File: config.mk
export PLATFORM = sky130hd
export DESIGN_NAME = oah_mod_unit
export DESIGN_NICKNAME = d
export VERILOG_FILES = /design/src/hw/rtl/oah_pkg.sv /design/src/hw/rtl/oah_mod_unit.sv
export SDC_FILE = /design/constraint.sdc
export NUM_CORES = 1
export LEC_CHECK = 0
export BUFFER_PORTS_ARGS = -buffer_cell sky130_fd_sc_hd__buf_4
export CAP_MARGIN = 20
export CORE_ASPECT_RATIO = 1.5
export CORE_MARGIN = 2
export CORE_UTILIZATION = 45
export CTS_CLUSTER_DIAMETER = 50
export DETAILED_ROUTE_END_ITERATION = 12
export GPL_ROUTABILITY_DRIVEN = 0
export GPL_TIMING_DRIVEN = 0
export MAX_ROUTING_LAYER = met4
export PLACE_DENSITY = 0.72
export SETUP_SLACK_MARGIN = 0.02
export SLEW_MARGIN = 20
export SYNTH_ARGS = -nofsm -noshare
export SYNTH_HDL_FRONTEND = slang
export SYNTH_SLANG_ARGS = --single-unit
File: constraint.sdc
create_clock -name clk -period 4.5 [get_ports clk]
set_clock_uncertainty 0.15 [all_clocks]
set_input_delay 0.675 -clock clk [delete_from_list [all_inputs] [get_ports clk]]
set_output_delay 0.675 -clock clk [all_outputs]
set_load 0.01 [all_outputs]
File: src/hw/rtl/oah_pkg.sv
`default_nettype none
package oah_pkg;

  // Table geometry and field widths
  localparam int TABLE_DEPTH = 512;
  localparam int SLOT_BITS   = $clog2(TABLE_DEPTH);
  localparam int KEY_BITS    = 16;
  localparam int COUNT_BITS  = 10;
  localparam int DIVD_BITS   = KEY_BITS;
  localparam int CNT_BITS    = $clog2(DIVD_BITS);

  // Configuration registers
  localparam int CFG_INDEX_BITS = 2;
  localparam int CFG_DATA_BITS  = 10;
  localparam logic [CFG_INDEX_BITS-1:0] CFG_USED_SIZE  = 2'd0;
  localparam logic [CFG_INDEX_BITS-1:0] CFG_PROBE_MODE = 2'd1;
  localparam logic [COUNT_BITS-1:0] USED_SIZE_RESET = 10'd311;

  // Operation codes
  localparam logic [1:0] FUNC_INSERT = 2'd0;
  localparam logic [1:0] FUNC_CLEAR  = 2'd1;
  localparam logic [1:0] FUNC_READ   = 2'd2;

  // Double-hash step is (key mod STEP_DIVISOR) + 1
  localparam logic [COUNT_BITS-1:0] STEP_DIVISOR = 10'd10;

  // key * STEP_RECIP >> STEP_SHIFT equals key / 10 for every key below 2**18
  localparam logic [KEY_BITS-1:0] STEP_RECIP = 16'd52429;
  localparam int                  STEP_SHIFT = 19;

  typedef enum logic [2:0] {
    ST_IDLE,
    ST_CLEAR,
    ST_MODSTEP,
    ST_MODKEY,
    ST_PROBE,
    ST_READ
  } state_t;

  // One table slot as stored in memory
  typedef struct packed {
    logic                  full;
    logic [COUNT_BITS-1:0] probes;
    logic [KEY_BITS-1:0]   key;
  } entry_t;

  localparam int ENTRY_BITS = $bits(entry_t);

  // Request to the shared remainder unit
  typedef struct packed {
    logic                  start;
    logic [DIVD_BITS-1:0]  dividend;
    logic [COUNT_BITS-1:0] divisor;
  } mod_req_t;

  // Clamp the configured size into 1 .. TABLE_DEPTH
  function automatic logic [COUNT_BITS-1:0] eff_size(input logic [COUNT_BITS-1:0] used);
    logic [COUNT_BITS-1:0] n;
    n = used;
    if (n == '0) n = COUNT_BITS'(1);
    if (n > COUNT_BITS'(TABLE_DEPTH)) n = COUNT_BITS'(TABLE_DEPTH);
    return n;
  endfunction

endpackage
`default_nettype wire

File: src/hw/rtl/oah_mod_unit.sv
`default_nettype none
module oah_mod_unit (
  input  logic                              clk,
  input  logic                              rst,
  input  oah_pkg::mod_req_t                 req,
  output logic                              done,
  output logic [oah_pkg::COUNT_BITS-1:0]    rem
);
  import oah_pkg::*;

  logic                   running;
  logic [CNT_BITS-1:0]    cnt;
  logic [DIVD_BITS-1:0]   dvd;
  logic [COUNT_BITS-1:0]  dsr;
  logic [COUNT_BITS:0]    trial;

  // Shift in the next dividend bit and subtract the divisor if it fits
  assign trial = {rem, dvd[DIVD_BITS-1]};

  // Restoring remainder, one dividend bit per cycle
  always_ff @(posedge clk) begin
    if (rst) begin
      running <= 1'b0;
      done    <= 1'b0;
      cnt     <= '0;
    end else begin
      done <= 1'b0;
      if (req.start) begin
        running <= 1'b1;
        cnt     <= '0;
        rem     <= '0;
        dvd     <= req.dividend;
        dsr     <= req.divisor;
      end else if (running) begin
        if (trial >= {1'b0, dsr}) begin
          rem <= COUNT_BITS'(trial - {1'b0, dsr});
        end else begin
          rem <= trial[COUNT_BITS-1:0];
        end
        dvd <= {dvd[DIVD_BITS-2:0], 1'b0};
        cnt <= cnt + CNT_BITS'(1);
        if (cnt == CNT_BITS'(DIVD_BITS - 1)) begin
          running <= 1'b0;
          done    <= 1'b1;
        end
      end
    end
  end

  a_rem_below_divisor: assert property (@(posedge clk) disable iff (rst)
    done |-> (rem < dsr))
    else $error("remainder not below divisor");

  a_done_pulse: assert property (@(posedge clk) disable iff (rst)
    done |=> !done)
    else $error("done held for more than one cycle");

  a_no_done_while_running: assert property (@(posedge clk) disable iff (rst)
    running |-> !done)
    else $error("done raised while still iterating");

endmodule
`default_nettype wire

==> metrics.md <==
| Metric | Value |
|---|---|
| Status | finished, final reports clean |
| Clock-pin transition on the worst setup and hold timing paths | 80 ps |
| FP Rows | 30 |
| Met1 Use GR | 0.203 |
| CTS buffer count | 5 |
| GRT Total Usage | 0.176 |
| Peak Freq | around 0.38 GHz |
| Area delta synth->final | 23.2% |
| TritonCTS clock tree | done |
| CP Class | reg -> reg |
| Max_slew headroom | 0.329 |
| Detailed Place HPWL | 2.91 mm |
| Final net count | between 200 and 300 |
| First-iteration detailed-routing DRC count | 57 |
| Comb pwr share | 0.222 |
| Syn_area_per_cell | around 13 um^2 |
| Pins Over Slew Limit | 0 |
| Post-synth ARST share | 0 |
| Commonest cells post-synth | edfxtp_1, nor2_1, mux2_2 |
| Sw power | 255 uW |
| Die Width | approximately 60 um |
| Max-cap violations | 0 |
| Die area | approximately 5300 um^2 |
| Worst Setup Start Kind | register |
| Internal power | a little under 700 uW |
| Sequential cell area | 1200 um^2 |
| Slew at the pin closest to its max-slew limit | between 1000 and 1500 ps |
| Reg2reg end | rem[1] |
| Post-Syn Instances | 170 |
| Setup slack at placement | 1880 ps |
| Synth top area cells | edfxtp_1, mux2_2, ha_1, dfxtp_1, mux2i_1 |
| Final number of hold-violating endpoints | 0 |
| Buffers on Ports | 38 |
| Worst-case vdd ir drop | between 0.2 and 0.25 mV |
| Pleak | about 0.0011 uW |
| Core Util, Final | 0.579 |
| Synth warn | 0 |
| Fillcell total | 397 |
| Initial antenna violation count | 0 |
| Largest net degree at the start of global routing | 19 |
| Longest Clk Path Bufs | 2 |
| Worst R2R Path Depth | 8 |
| Global-route track usage on met3 | 0.0351 |
| Initial core utilization | 0.470 |
| Critical path peak fanout | 10 |
| Vias in the first global route | between 1000 and 1500 |
| Area of the multi-input gates | 872 um^2 |
| Crit path to | rem[1] |
| Vias post-DR | 1444 |
| Sequential area share after synthesis | 0.563 |
| I/O pins | 40 |
| Layout cells sized above 1 | 0.304 |
| Design Area, Final | 2630 um^2 |
| Setup Buffers After CTS | 0 |
| Synth Net Count | 211 |
| Unrepaired setup endpoints after global routing | no |
| Clk pwr share | 0.278 |
| Vias per inst | 5.14 |
| Final min period | around 2600 ps |
| WL/cell | 13.9 um |
| Post-CTS sizing | 0 |
| R2r startpoint | rem[7] |
| Most common cell in the synthesized netlist | edfxtp_1 |
| Depth of the CTS H-tree | 2 |
| DRC viols | 0 |
| Pwr/cell area | between 300 and 400 nW/um^2 |
| GRT overflow | 0 |
| Worst min-delay path class | reg -> reg |
| Drt first pass iters | 4 |
| Root buffer cell | clkbuf_8 |
| Synth cell types | 35 |
| Critical Path Start | rem[7] |
| WL final | approximately 3.9 mm |
| Synth Cell Area | 2130 um^2 |
| Pwr Total | ~940 uW |
| Sum Neg Setup Slack | 0 ps |
| WP data arrival | about 2500 ps |
| EDFF count, synth | 36 |
| Final ANT Viol Nets | 0 |
| Post-synth top area cell | edfxtp_1 |
| Setup violations, final | 0 |
| Met2 global-route usage | 0.291 |
| Share of the synthesized area in the top cell type | 0.507 |
| Placed Area | 2530 um^2 |
| Final WS setup | roughly 1900 ps |
| Crit path capture type | register |
| Global-route wire length before repair | 6.71 mm |
| Worst skew pair latency | approximately 300 ps |
| Top Usage Layer GRT | met2 |
| Post-CTS Hold Fix Bufs | 0 |
| Dominant synthesized flop cell | edfxtp_1 |
| Tcrit/Tclk final | 0.582 |
| Clock sink count | 42 |
| Antenna diode count | 0 |
| Switching Share | 0.271 |
| #FFs+latches synth | between 40 and 50 |
| Sequential Power Share | 0.501 |
| Worst endpoint required time | 4390 ps |
| Die Y | roughly 88 um |
| Internal reg-to-reg setup slack | around 1900 ps |
| Core area | 4540 um^2 |
through the flow:
step                      hold slack, ps  instances
after floorplan                      289        170
after global placement               311        272
after detailed placement             310        273
after CTS                            328        281
after global routing                 350        281
final                                336        281
layer usage:
layer	wire (um)	vias to the layer above
met1	1500	692
met5	0	-
met3	181	9
met4	91	0
li1	-	703
met2	2120	40
layout by cell type (no fill, tap or decap), types with 5 or more instances in the layout:
master and n:
xor2_1 6, ha_1 11, dfxtp_1 6, mux2_2 15, buf_4 38, nor2_1 16, inv_1 12, mux2i_1 9
nor2b_1 5, nand2_1 10, clkbuf_8 6, edfxtp_1 36
how the worst min path moves through the flow:
stage,cells after the start,startpoint,end
after floorplan,2,cnt[3],done
after global placement,2,cnt[3],done
after detailed placement,2,cnt[3],done
after CTS,2,cnt[3],done
after global routing,2,cnt[3],done
final,2,cnt[3],done
sequential cells by signal (all words and copies together) (netlist names):
| register | cells |
|---|---|
| dsr | 10 |
| dvd | 16 |
| done | 1 |
| rem | 10 |
| running | 1 |
| cnt | 4 |
power groups by stage:
stage	clock network (uW)	logic, uW	registers [uW]
4_1_cts	270	210	471
6_report	261	208	471
3_5_place_dp	0	209	480
3_3_place_gp	0	200	480
2_1_floorplan	0	140	481
5_1_grt	280	234	474
critical path: stages (launching register included):
cell	delay [ps]
edfxtp_1	420
ha_1	380
a21oi_2	210
o211ai_1	110
a311o_1	380
a41oi_2	240
buf_6	210
mux2i_1	200
nor2_1	60
cell families (layout without fill, tap and decap cells):
logic type | Yosys count | count (layout) | share of synthesized area
adders and majority gates | 12 | 12 | 0.0739
xor gates and xnor gates | 10 | 10 | 0.0411
AOI/OAI and AO/OA | 23 | 23 | 0.0757
and+or+nand+nor | 43 | 43 | 0.0933
buffers and inverters | 16 | 63 | 0.0317
DFF | 42 | 42 | 0.563
muxes | 24 | 24 | 0.121
cell type report:
| cell class | count | share of cell area |
|---|---|---|
| multi-input cells | 112 | 0.332 |
| clock buffers | 6 | 0.0314 |
| repair buffers | 39 | 0.119 |
| flip-flops and latches | 42 | 0.457 |
| inverters | 12 | 0.0171 |
| well taps | 64 | 0.0305 |
| clock inverters | 2 | 0.00476 |
| plain buffers | 4 | 0.00857 |
Note: power is estimated with default switching activity, not from simulation.
