===== config.mk =====
export PLATFORM = sky130hd
export DESIGN_NAME = oah_ram
export DESIGN_NICKNAME = d
export VERILOG_FILES = /design/src/hw/rtl/oah_ram.sv
export SDC_FILE = /design/constraint.sdc
export NUM_CORES = 1
export LEC_CHECK = 0
export ABC_AREA = 1
export BUFFER_PORTS_ARGS = -buffer_cell sky130_fd_sc_hd__buf_4
export CAP_MARGIN = 40
export CORE_UTILIZATION = 40
export CTS_CLUSTER_SIZE = 12
export DETAILED_ROUTE_END_ITERATION = 10
export SKIP_LAST_GASP = 1
export SLEW_MARGIN = 20
export SYNTH_ARGS = -nofsm -noshare
export SYNTH_HDL_FRONTEND = slang
export SYNTH_SLANG_ARGS = --single-unit

===== constraint.sdc =====
create_clock -name clk -period 1.07 [get_ports clk]
set_input_delay 0.1605 -clock clk [delete_from_list [all_inputs] [get_ports clk]]
set_output_delay 0.1605 -clock clk [all_outputs]
set_load 0.005 [all_outputs]

===== src/hw/rtl/oah_ram.sv =====
`default_nettype none
module oah_ram #(
  parameter int WIDTH = 8,
  parameter int DEPTH = 16
) (
  input  logic                     clk,
  input  logic                     we,
  input  logic [$clog2(DEPTH)-1:0] waddr,
  input  logic [WIDTH-1:0]         wdata,
  input  logic [$clog2(DEPTH)-1:0] raddr,
  output logic [WIDTH-1:0]         rdata
);

  logic [WIDTH-1:0] mem [DEPTH];

  // Write one word, read one word with registered output
  always_ff @(posedge clk) begin
    if (we) begin
      mem[waddr] <= wdata;
    end
    rdata <= mem[raddr];
  end

endmodule
`default_nettype wire


==> results.sh, run 1 <==
export IMPL_crit_chain="buf_4"
export IMPL_grt_total_usage_pct=19.3
export IMPL_fin_crit_ps=1050
export IMPL_mostFrequentLayoutCells="nand2_1 (173), edfxtp_1 (128), inv_1 (100)"
export IMPL_clockBufferDepth=2
export IMPL_r2r_cells=6
export IMPL_die_x_um=122
export IMPL_power_density_mw_per_mm2=1820
export IMPL_grt_overflow_total=0
export IMPL_die_h_um=122
export IMPL_layout_setup_ws_ps=21.0
export IMPL_antenna_found_initial=0
export IMPL_critPathTopFamily="flip-flops"
export IMPL_regToRegStartpoint="mem[2][2]"
export IMPL_start_kind="flip-flop"
export IMPL_multi_input_area_sq_mm=0.00123
export IMPL_slew_headroom_pct=76.4
export IMPL_start_util_pct=41.2
export IMPL_fill_cells=1247
export IMPL_vdd_ir_drop_max_mv=0.720
export IMPL_first_pass_iters=5
export IMPL_synth_cell_types=12
export IMPL_cellLeakagePower_nw=3.03
export IMPL_finalSetupViolCount=0
export IMPL_drt_wl_total_mm=13.0
export IMPL_critical_path_slowest_cell="dfxtp_2"
export IMPL_via_per_inst=4.83
export IMPL_criticalPathCategory="flip-flop to output pin"
export IMPL_reg2reg_slack_ps=70
export IMPL_drv_cap=0
export IMPL_placed_cell_area_sq_mm=0.00637
export IMPL_path_max_fanout=1
export IMPL_final_area_sq_mm=0.00698
export IMPL_hp_class="primary input to flip-flop"
export IMPL_io_pins=26
export IMPL_whs_endpoint="rdata[1]"
export IMPL_htreeDepth=4
export IMPL_drive_gt1_share_pct=15.7
export IMPL_diodes=0
export IMPL_place_ws_ps=-238
export IMPL_io_buffers=25
export IMPL_areaGrowthSynthToFinish_pct=21.0
export IMPL_drc_errors=0
export IMPL_fin_crit_sh_pct=98.0
export IMPL_status="finished, final reports clean"
export IMPL_rsz0062_at_grt="yes"
export IMPL_place_gp_congestion=0.811
export IMPL_maxSlewViolCount=0
export IMPL_post_cts_resized=3
export IMPL_avgSynthCellArea_sq_um=10.5
export IMPL_post_cts_setup_buffers=0
export IMPL_crit_required_ps=910
export IMPL_final_common_cell="nand2_1"
export IMPL_fmax_ghz=0.953
export IMPL_die_area_sq_mm=0.0149
export IMPL_seq_area_sq_mm=0.00401
export IMPL_syn_nets=569
export IMPL_cts_hold_buf=0
export IMPL_min_delay_start="raddr[3]"
export IMPL_worstMarginPinSlew_ps=354
export IMPL_hpwlAfterDp_mm=8.33
export IMPL_path_clk_slew_ps=60
export IMPL_grt_first_pass_wirelength_mm=20.5
export IMPL_nets=622
export IMPL_drt_initial_drc_count=327
export IMPL_cts_buffers=17
export IMPL_vias=3851
export IMPL_clk_latency_ps=420
export IMPL_hold_viol=0
export IMPL_synth_area_sq_mm=0.00577
export IMPL_cts_sinks=136
export IMPL_skew_ps=8.47
export IMPL_reg2reg_to="rdata[2]"
export IMPL_grt_max_degree=33
export IMPL_post_drt_wl_per_cell_um=16.3
export IMPL_hold_depth=3
export IMPL_postSynthCellCount=551
export IMPL_rows=43
export IMPL_ys_warnings_count=0
export IMPL_ys_seq_area_share_pct=69.4
export IMPL_cts_tree="yes"
export IMPL_grt_pass1_vias=3783
export IMPL_worst_path_buf_inv=1
export IMPL_cp_end_kind="output pin"
export IMPL_ys_seq_elements=136
export IMPL_cp_arrival_ps=890
export IMPL_crit_path_max_incr_delay_ps=340
export IMPL_root_buffer="clkbuf_16"
export IMPL_ant_nets=0
export IMPL_coreArea_sq_mm=0.0140
## power by group
part / switching (mW) / internal (mW)
logic: 0.520 / 0.307
clock network: 2.13 / 3.72
registers: 0.0393 / 5.96
## through the flow
step	setup TNS [ps]	hold WS (ps)	utilization [%]	cells	total power, mW
after floorplan	-3330	259	-	551	6.52
after global placement	-8110	495	45.5	765	6.92
after detailed placement	-9580	505	45.5	765	6.93
after CTS	0	61.6	49.8	797	12.8
after global routing	-24.8	82.9	49.9	797	13.1
final	0	69.6	49.9	797	12.7
## state kept, by name, summed over array words and instances (netlist names)
name	count
mem	128
rdata	8
## per-layer routing
metal,wire [um],up-vias,global-route usage (%)
li1,-,1875,-
met1,5610,1834,24.9
met2,6330,116,31.4
met3,733,26,4.31
met4,328,0,7.85
met5,0,-,0
## worst max-delay path by stage
stage	end	from	cells past startpoint	slack, ps
CTS	rdata[1]	rdata[1]	1	7
floorplan	mem[10][0]	waddr[2]	2	-40
finish	rdata[1]	rdata[1]	1	20
global route	rdata[0]	mem[10][0]	6	-20
global placement	rdata[0]	raddr[0]	10	-200
detailed placement	rdata[0]	raddr[0]	10	-240
## final cells by class
class                      count  share of cell area (%)
sequential                   136                    57.4
inverter                     102                    5.48
clock inverter                12                    2.20
multi-input combinational    289                    17.6
timing repair buffer          58                    7.67
clock buffer                  20                    6.40
tap                          180                    3.23
## cell usage after synthesis
| cell type | number | share of area [%] |
|---|---|---|
| nor2_1 | 17 | 1.1 |
| nand2_1 | 173 | 11 |
| inv_1 | 100 | 6.5 |
| buf_4 | 4 | 0.52 |
| buf_6 | 6 | 1.2 |
| buf_1 | 1 | 0.065 |
| buf_2 | 13 | 1.1 |
| dfxtp_1 | 8 | 2.8 |
| nand3b_1 | 2 | 0.26 |
| edfxtp_1 | 128 | 67 |
| inv_2 | 2 | 0.13 |
| nand3_1 | 97 | 8.4 |
## cells by family after synthesis
logic type	Yosys count	share of synthesized area (%)
and+or+nand+nor	289	21.0
buffers and inverters	126	9.52
DFF	136	69.4
(Power assumes the default switching activity.)
==> run 2: changes to the inputs <==
--- a/config.mk
+++ b/config.mk
@@ -11,6 +11,7 @@
 export CORE_UTILIZATION = 40
 export CTS_CLUSTER_SIZE = 12
 export DETAILED_ROUTE_END_ITERATION = 10
+export PLACE_DENSITY = 0.65
 export SKIP_LAST_GASP = 1
 export SLEW_MARGIN = 20
 export SYNTH_ARGS = -nofsm -noshare
==> run 2 against run 1 <==
Sequential share of layout area rose by 0.62 points. Die area did not move. Power is 2.4% lower. Register-to-register slack is essentially flat. Largest power group unchanged.
==> results.sh, run 2 (same netlist as run 1, synthesis figures left out) <==
export IMPL_final_common_cell="nand2_1"
export IMPL_swShare_pct=20.5
export IMPL_cp_end_kind="output pin"
export IMPL_finalSetupViolCount=0
export IMPL_setup_tns_ps=0
export IMPL_grt_overflow_total=0
export IMPL_grt_first_pass_wirelength_mm=19.3
export IMPL_crit_end="rdata[6]"
export IMPL_via_per_inst=4.80
export IMPL_die_area_sq_mm=0.0149
export IMPL_largest_reg_flops=128
export IMPL_crit_cells=1
export IMPL_start_kind="flip-flop"
export IMPL_first_pass_iters=5
export IMPL_fin_crit_sh_pct=97.4
export IMPL_post_drt_wl_per_cell_um=15.4
export IMPL_diodes=0
export IMPL_drive_gt1_share_pct=14.4
export IMPL_worstMarginPinSlew_ps=279
export IMPL_fin_crit_ps=1040
export IMPL_start_util_pct=41.2
export IMPL_antenna_found_initial=0
export IMPL_drt_wl_total_mm=12.2
export IMPL_r2r_cells=6
export IMPL_nets=617
export IMPL_grt_total_usage_pct=17.9
export IMPL_cts_buffers=17
export IMPL_rows=43
export IMPL_reg2reg_slack_ps=80
export IMPL_hp_class="primary input to flip-flop"
export IMPL_die_h_um=122
export IMPL_p_seq_share_pct=48.5
export IMPL_path_max_fanout=1
export IMPL_clockBufferDepth=2
export IMPL_switchingPower_mw=2.54
export IMPL_status="finished, final reports clean"
export IMPL_path_clk_slew_ps=50
export IMPL_drv_cap=0
export IMPL_hold_depth=3
export IMPL_cts_hold_buf=0
export IMPL_crit_path_max_incr_delay_ps=350
export IMPL_rsz0062_at_grt="no"
export IMPL_top_regs="mem (128), rdata (8)"
export IMPL_regMostFlops="mem"
export IMPL_slew_headroom_pct=81.4
export IMPL_cp_arrival_ps=880
export IMPL_worst_path_buf_inv=1
export IMPL_die_x_um=122
export IMPL_timing_hold_ws_ps=78.6
export IMPL_mostFrequentLayoutCells="nand2_1 (173), edfxtp_1 (128), inv_1 (100)"
export IMPL_maxSlewViolCount=0
export IMPL_grt_max_degree=33
export IMPL_crit_required_ps=910
export IMPL_post_route_util_pct=49.3
export IMPL_criticalPathCategory="flip-flop to output pin"
export IMPL_skew_ps=7.20
export IMPL_cts_tree="yes"
export IMPL_ant_nets=0
export IMPL_critPathTopFamily="flip-flops"
export IMPL_hold_viol=0
export IMPL_power_density_mw_per_mm2=1790
export IMPL_crit_chain="buf_4"
export IMPL_cts_sinks=136
export IMPL_cellLeakagePower_nw=3.00
export IMPL_areaGrowthSynthToFinish_pct=19.7
export IMPL_internal_power_mw=9.83
export IMPL_root_buffer="clkbuf_16"
export IMPL_regToRegStartpoint="mem[9][5]"
export IMPL_reg2reg_to="rdata[5]"
export IMPL_place_gp_congestion=0.873
export IMPL_drt_initial_drc_count=435
export IMPL_grt_pass1_vias=3614
export IMPL_combPwrFrac_pct=6.5
export IMPL_hpwlAfterDp_mm=7.89
export IMPL_vias=3800
export IMPL_coreArea_sq_mm=0.0140
export IMPL_htreeDepth=4
export IMPL_io_pins=26
export IMPL_critPathLaunch="rdata[6]"
export IMPL_fmax_ghz=0.960
export IMPL_clk_latency_ps=410
export IMPL_vdd_ir_drop_max_mv=1.14
export IMPL_pwr_share_clk_pct=45.0
export IMPL_critical_path_slowest_cell="dfxtp_1"
export IMPL_drc_errors=0
export IMPL_io_buffers=25
[run 2: cell types whose count changed in the layout (fill, tap and decap cells not counted)]
cell        delta
buf_12         -1
buf_4          -4
bufinv_16      -1
clkbuf_1       +1
clkbuf_8       +2
clkinv_2       +1
clkinv_4       -2
clkinvlp_4     -2
dfxtp_1        +2
dfxtp_2        -2
[run 2: worst min path at each step]
stage,end,startpoint
after floorplan,mem[0][0],wdata[0]
after global placement,rdata[3],raddr[3]
after detailed placement,rdata[3],raddr[3]
after CTS,rdata[3],raddr[3]
after global routing,rdata[3],raddr[3]
final,rdata[3],raddr[3]
[run 2: timing repair]
| item | CTS | global route |
|---|---|---|
| resized for setup | 1 | 2 |
| pin swaps | 0 | 0 |
| setup buffers | 0 | 0 |
| setup endpoints to repair | 1 | 2 |
[run 2: power groups by stage]
| stage | Clock [mW] | Combinational (mW) | Sequential, mW |
|---|---|---|---|
| after detailed placement | 0 | 0.799 | 6.10 |
| after CTS | 5.64 | 0.808 | 6.00 |
| after global routing | 5.84 | 0.891 | 6.00 |
| after floorplan | 0 | 0.422 | 6.10 |
| final | 5.57 | 0.803 | 6.00 |
| after global placement | 0 | 0.789 | 6.10 |
[run 2: layout make-up]
type                    instances  area, sq um
inverters                     102          383
flip-flops and latches        136         4010
multi-input cells             289         1230
clock buffers                  23          478
well taps                     180          225
repair buffers                 53          485
clock inverters                 8         96.3
fillers                      1233         7090
[run 2: routing by layer]
metal	vias up	track usage [%]	share of wire [%]
met1	1775	24.0	44
li1	1864	-	-
met2	140	27.8	47
met3	21	4.12	6.9
met4	0	7.47	2.4
met5	-	0	0
[run 2: metrics by stage]
step | instances | power [mW] | cell area, sq um | setup WS, ps
6_report | 791 | 12.4 | 6900 | 28.0
5_1_grt | 791 | 12.7 | 6900 | 3.13
4_1_cts | 791 | 12.4 | 6890 | 18.2
3_5_place_dp | 760 | 6.90 | 6320 | -138
3_3_place_gp | 760 | 6.89 | 6320 | -128
2_1_floorplan | 551 | 6.52 | 5770 | -41.3
==> run 3: changes to the inputs <==
--- a/config.mk
+++ b/config.mk
@@ -8,10 +8,11 @@
 export ABC_AREA = 1
 export BUFFER_PORTS_ARGS = -buffer_cell sky130_fd_sc_hd__buf_4
 export CAP_MARGIN = 40
+export CORE_ASPECT_RATIO = 1.25
 export CORE_UTILIZATION = 40
 export CTS_CLUSTER_SIZE = 12
 export DETAILED_ROUTE_END_ITERATION = 10
-export PLACE_DENSITY = 0.65
+export PLACE_DENSITY = 0.63
 export SKIP_LAST_GASP = 1
 export SLEW_MARGIN = 20
 export SYNTH_ARGS = -nofsm -noshare
==> constraint.sdc (replaced) <==
create_clock -name clk -period 1 [get_ports clk]
set_input_delay 0.15 -clock clk [delete_from_list [all_inputs] [get_ports clk]]
set_output_delay 0.15 -clock clk [all_outputs]
set_load 0.005 [all_outputs]
==> run 3 against run 2 <==
Largest power group unchanged. Largest cell class unchanged. Clock-buffer cell count is 4 lower. Clock power is 10% higher. Via count is 0.92% higher.
==> results.sh, run 3 (same netlist as run 1, synthesis figures left out) <==
export IMPL_cts_sinks=136
export IMPL_first_pass_iters=5
export IMPL_reg2reg_slack_ps=30
export IMPL_drv_cap=0
export IMPL_cts_buffers=17
export IMPL_largest_reg_flops=128
export IMPL_regMostFlops="mem"
export IMPL_final_common_cell="nand2_1"
export IMPL_fmax_ghz=1.01
export IMPL_areaGrowthSynthToFinish_pct=23.1
export IMPL_top_regs="mem (128), rdata (8)"
export IMPL_skew_ps=10.9
export IMPL_critPathTopFamily="flip-flops"
export IMPL_post_drt_wl_per_cell_um=16.2
export IMPL_htreeDepth=4
export IMPL_clockBufferDepth=2
export IMPL_path_clk_slew_ps=60
export IMPL_status="finished, final reports clean"
export IMPL_rows=48
export IMPL_grt_overflow_total=0
export IMPL_coreArea_sq_mm=0.0139
export IMPL_diodes=0
export IMPL_antenna_found_initial=0
export IMPL_critical_path_slowest_cell="dfxtp_2"
export IMPL_crit_required_ps=850
export IMPL_vias=3835
export IMPL_drc_errors=0
export IMPL_mostFrequentLayoutCells="nand2_1 (171), edfxtp_1 (128), inv_1 (99)"
export IMPL_grt_pass1_vias=3699
export IMPL_io_pins=26
export IMPL_hpwlAfterDp_mm=8.45
export IMPL_hp_class="primary input to flip-flop"
export IMPL_slew_headroom_pct=78.0
export IMPL_drive_gt1_share_pct=20.6
export IMPL_grt_max_degree=65
export IMPL_nets=623
export IMPL_die_h_um=136
export IMPL_via_per_inst=4.84
export IMPL_worst_path_buf_inv=1
export IMPL_hold_viol=0
export IMPL_cp_arrival_ps=840
export IMPL_ant_nets=0
export IMPL_setup_tns_ps=0
export IMPL_drt_wl_total_mm=12.8
export IMPL_vdd_ir_drop_max_mv=1.14
export IMPL_cts_hold_buf=0
export IMPL_timing_hold_ws_ps=62.2
export IMPL_die_area_sq_mm=0.0149
export IMPL_crit_chain="buf_6"
export IMPL_maxSlewViolCount=0
export IMPL_start_util_pct=41.4
export IMPL_root_buffer="clkbuf_16"
export IMPL_total_power_mw=13.5
export IMPL_io_buffers=25
export IMPL_finalSetupViolCount=0
export IMPL_crit_path_max_incr_delay_ps=320
export IMPL_clk_latency_ps=410
export IMPL_grt_first_pass_wirelength_mm=19.8
export IMPL_worstMarginPinSlew_ps=330
export IMPL_criticalPathCategory="flip-flop to output pin"
export IMPL_cts_tree="yes"
export IMPL_drt_initial_drc_count=242
export IMPL_place_gp_congestion=0.882
export IMPL_cellLeakagePower_nw=3.06
export IMPL_start_kind="flip-flop"
export IMPL_fin_crit_ps=987
export IMPL_grt_total_usage_pct=18.8
export IMPL_rsz0062_at_grt="yes"
export IMPL_cp_end_kind="output pin"
export IMPL_fin_crit_sh_pct=98.7
export IMPL_die_x_um=109
export IMPL_power_density_mw_per_mm2=1900
export IMPL_path_max_fanout=1
run 3: changes by cell type in the layout (fill, tap and decap cells not counted), moves of 2 or more:
cell,delta
clkbuf_8,-3
dfxtp_2,+5
nand2_2,+2
dfxtp_1,-5
nand2_1,-2
nor2_1,-4
clkinvlp_4,+5
buf_6,+7
nand3_1,-19
nor2_2,+4
nand3_2,+19
run 3: final timing paths:
| kind | start | to | cells after the start |
|---|---|---|---|
| max | rdata[5] | rdata[5] | 1 |
| min | raddr[3] | rdata[6] | 3 |
| max reg2reg | mem[9][5] | rdata[5] | 6 |
| min reg2reg | mem[12][5] | rdata[5] | 6 |
run 3: layout make-up:
type	instances	area [sq um]
timing repair buffer	59	557
sequential	136	4010
inverter	102	383
fill	1229	6840
clock inverter	13	155
multi-input combinational	289	1340
tap	175	219
clock buffer	19	433
run 3: metal layers:
metal  track usage (%)  part of all wire [%]  up-vias
met3              3.69                   4.3       19
met4              8.59                   2.3        0
li1                  -                     -     1883
met2              32.3                    53      100
met1              22.4                    40     1833
met5                 0                     0        -
run 3: through the flow:
step                cells  setup WS, ps  utilization (%)  area (sq um)
detailed placement    761          -222             45.7          6360
CTS                   793         -9.81             50.1          6980
global route          793         -39.4             50.9          7100
floorplan             551          -101                -          5780
global placement      761          -234             45.7          6360
finish                793          12.9             50.9          7100
run 3: power by group:
part	switching [mW]	total, mW	internal [mW]
logic	0.581	0.935	0.354
registers	0.0410	6.42	6.38
clock network	2.24	6.13	3.89
run 3: what timing repair did:
action	4_1_cts	5_1_grt
endpoints found under the setup margin	7	16
buffers inserted	0	0
pin swaps	0	13
resized for setup	7	30
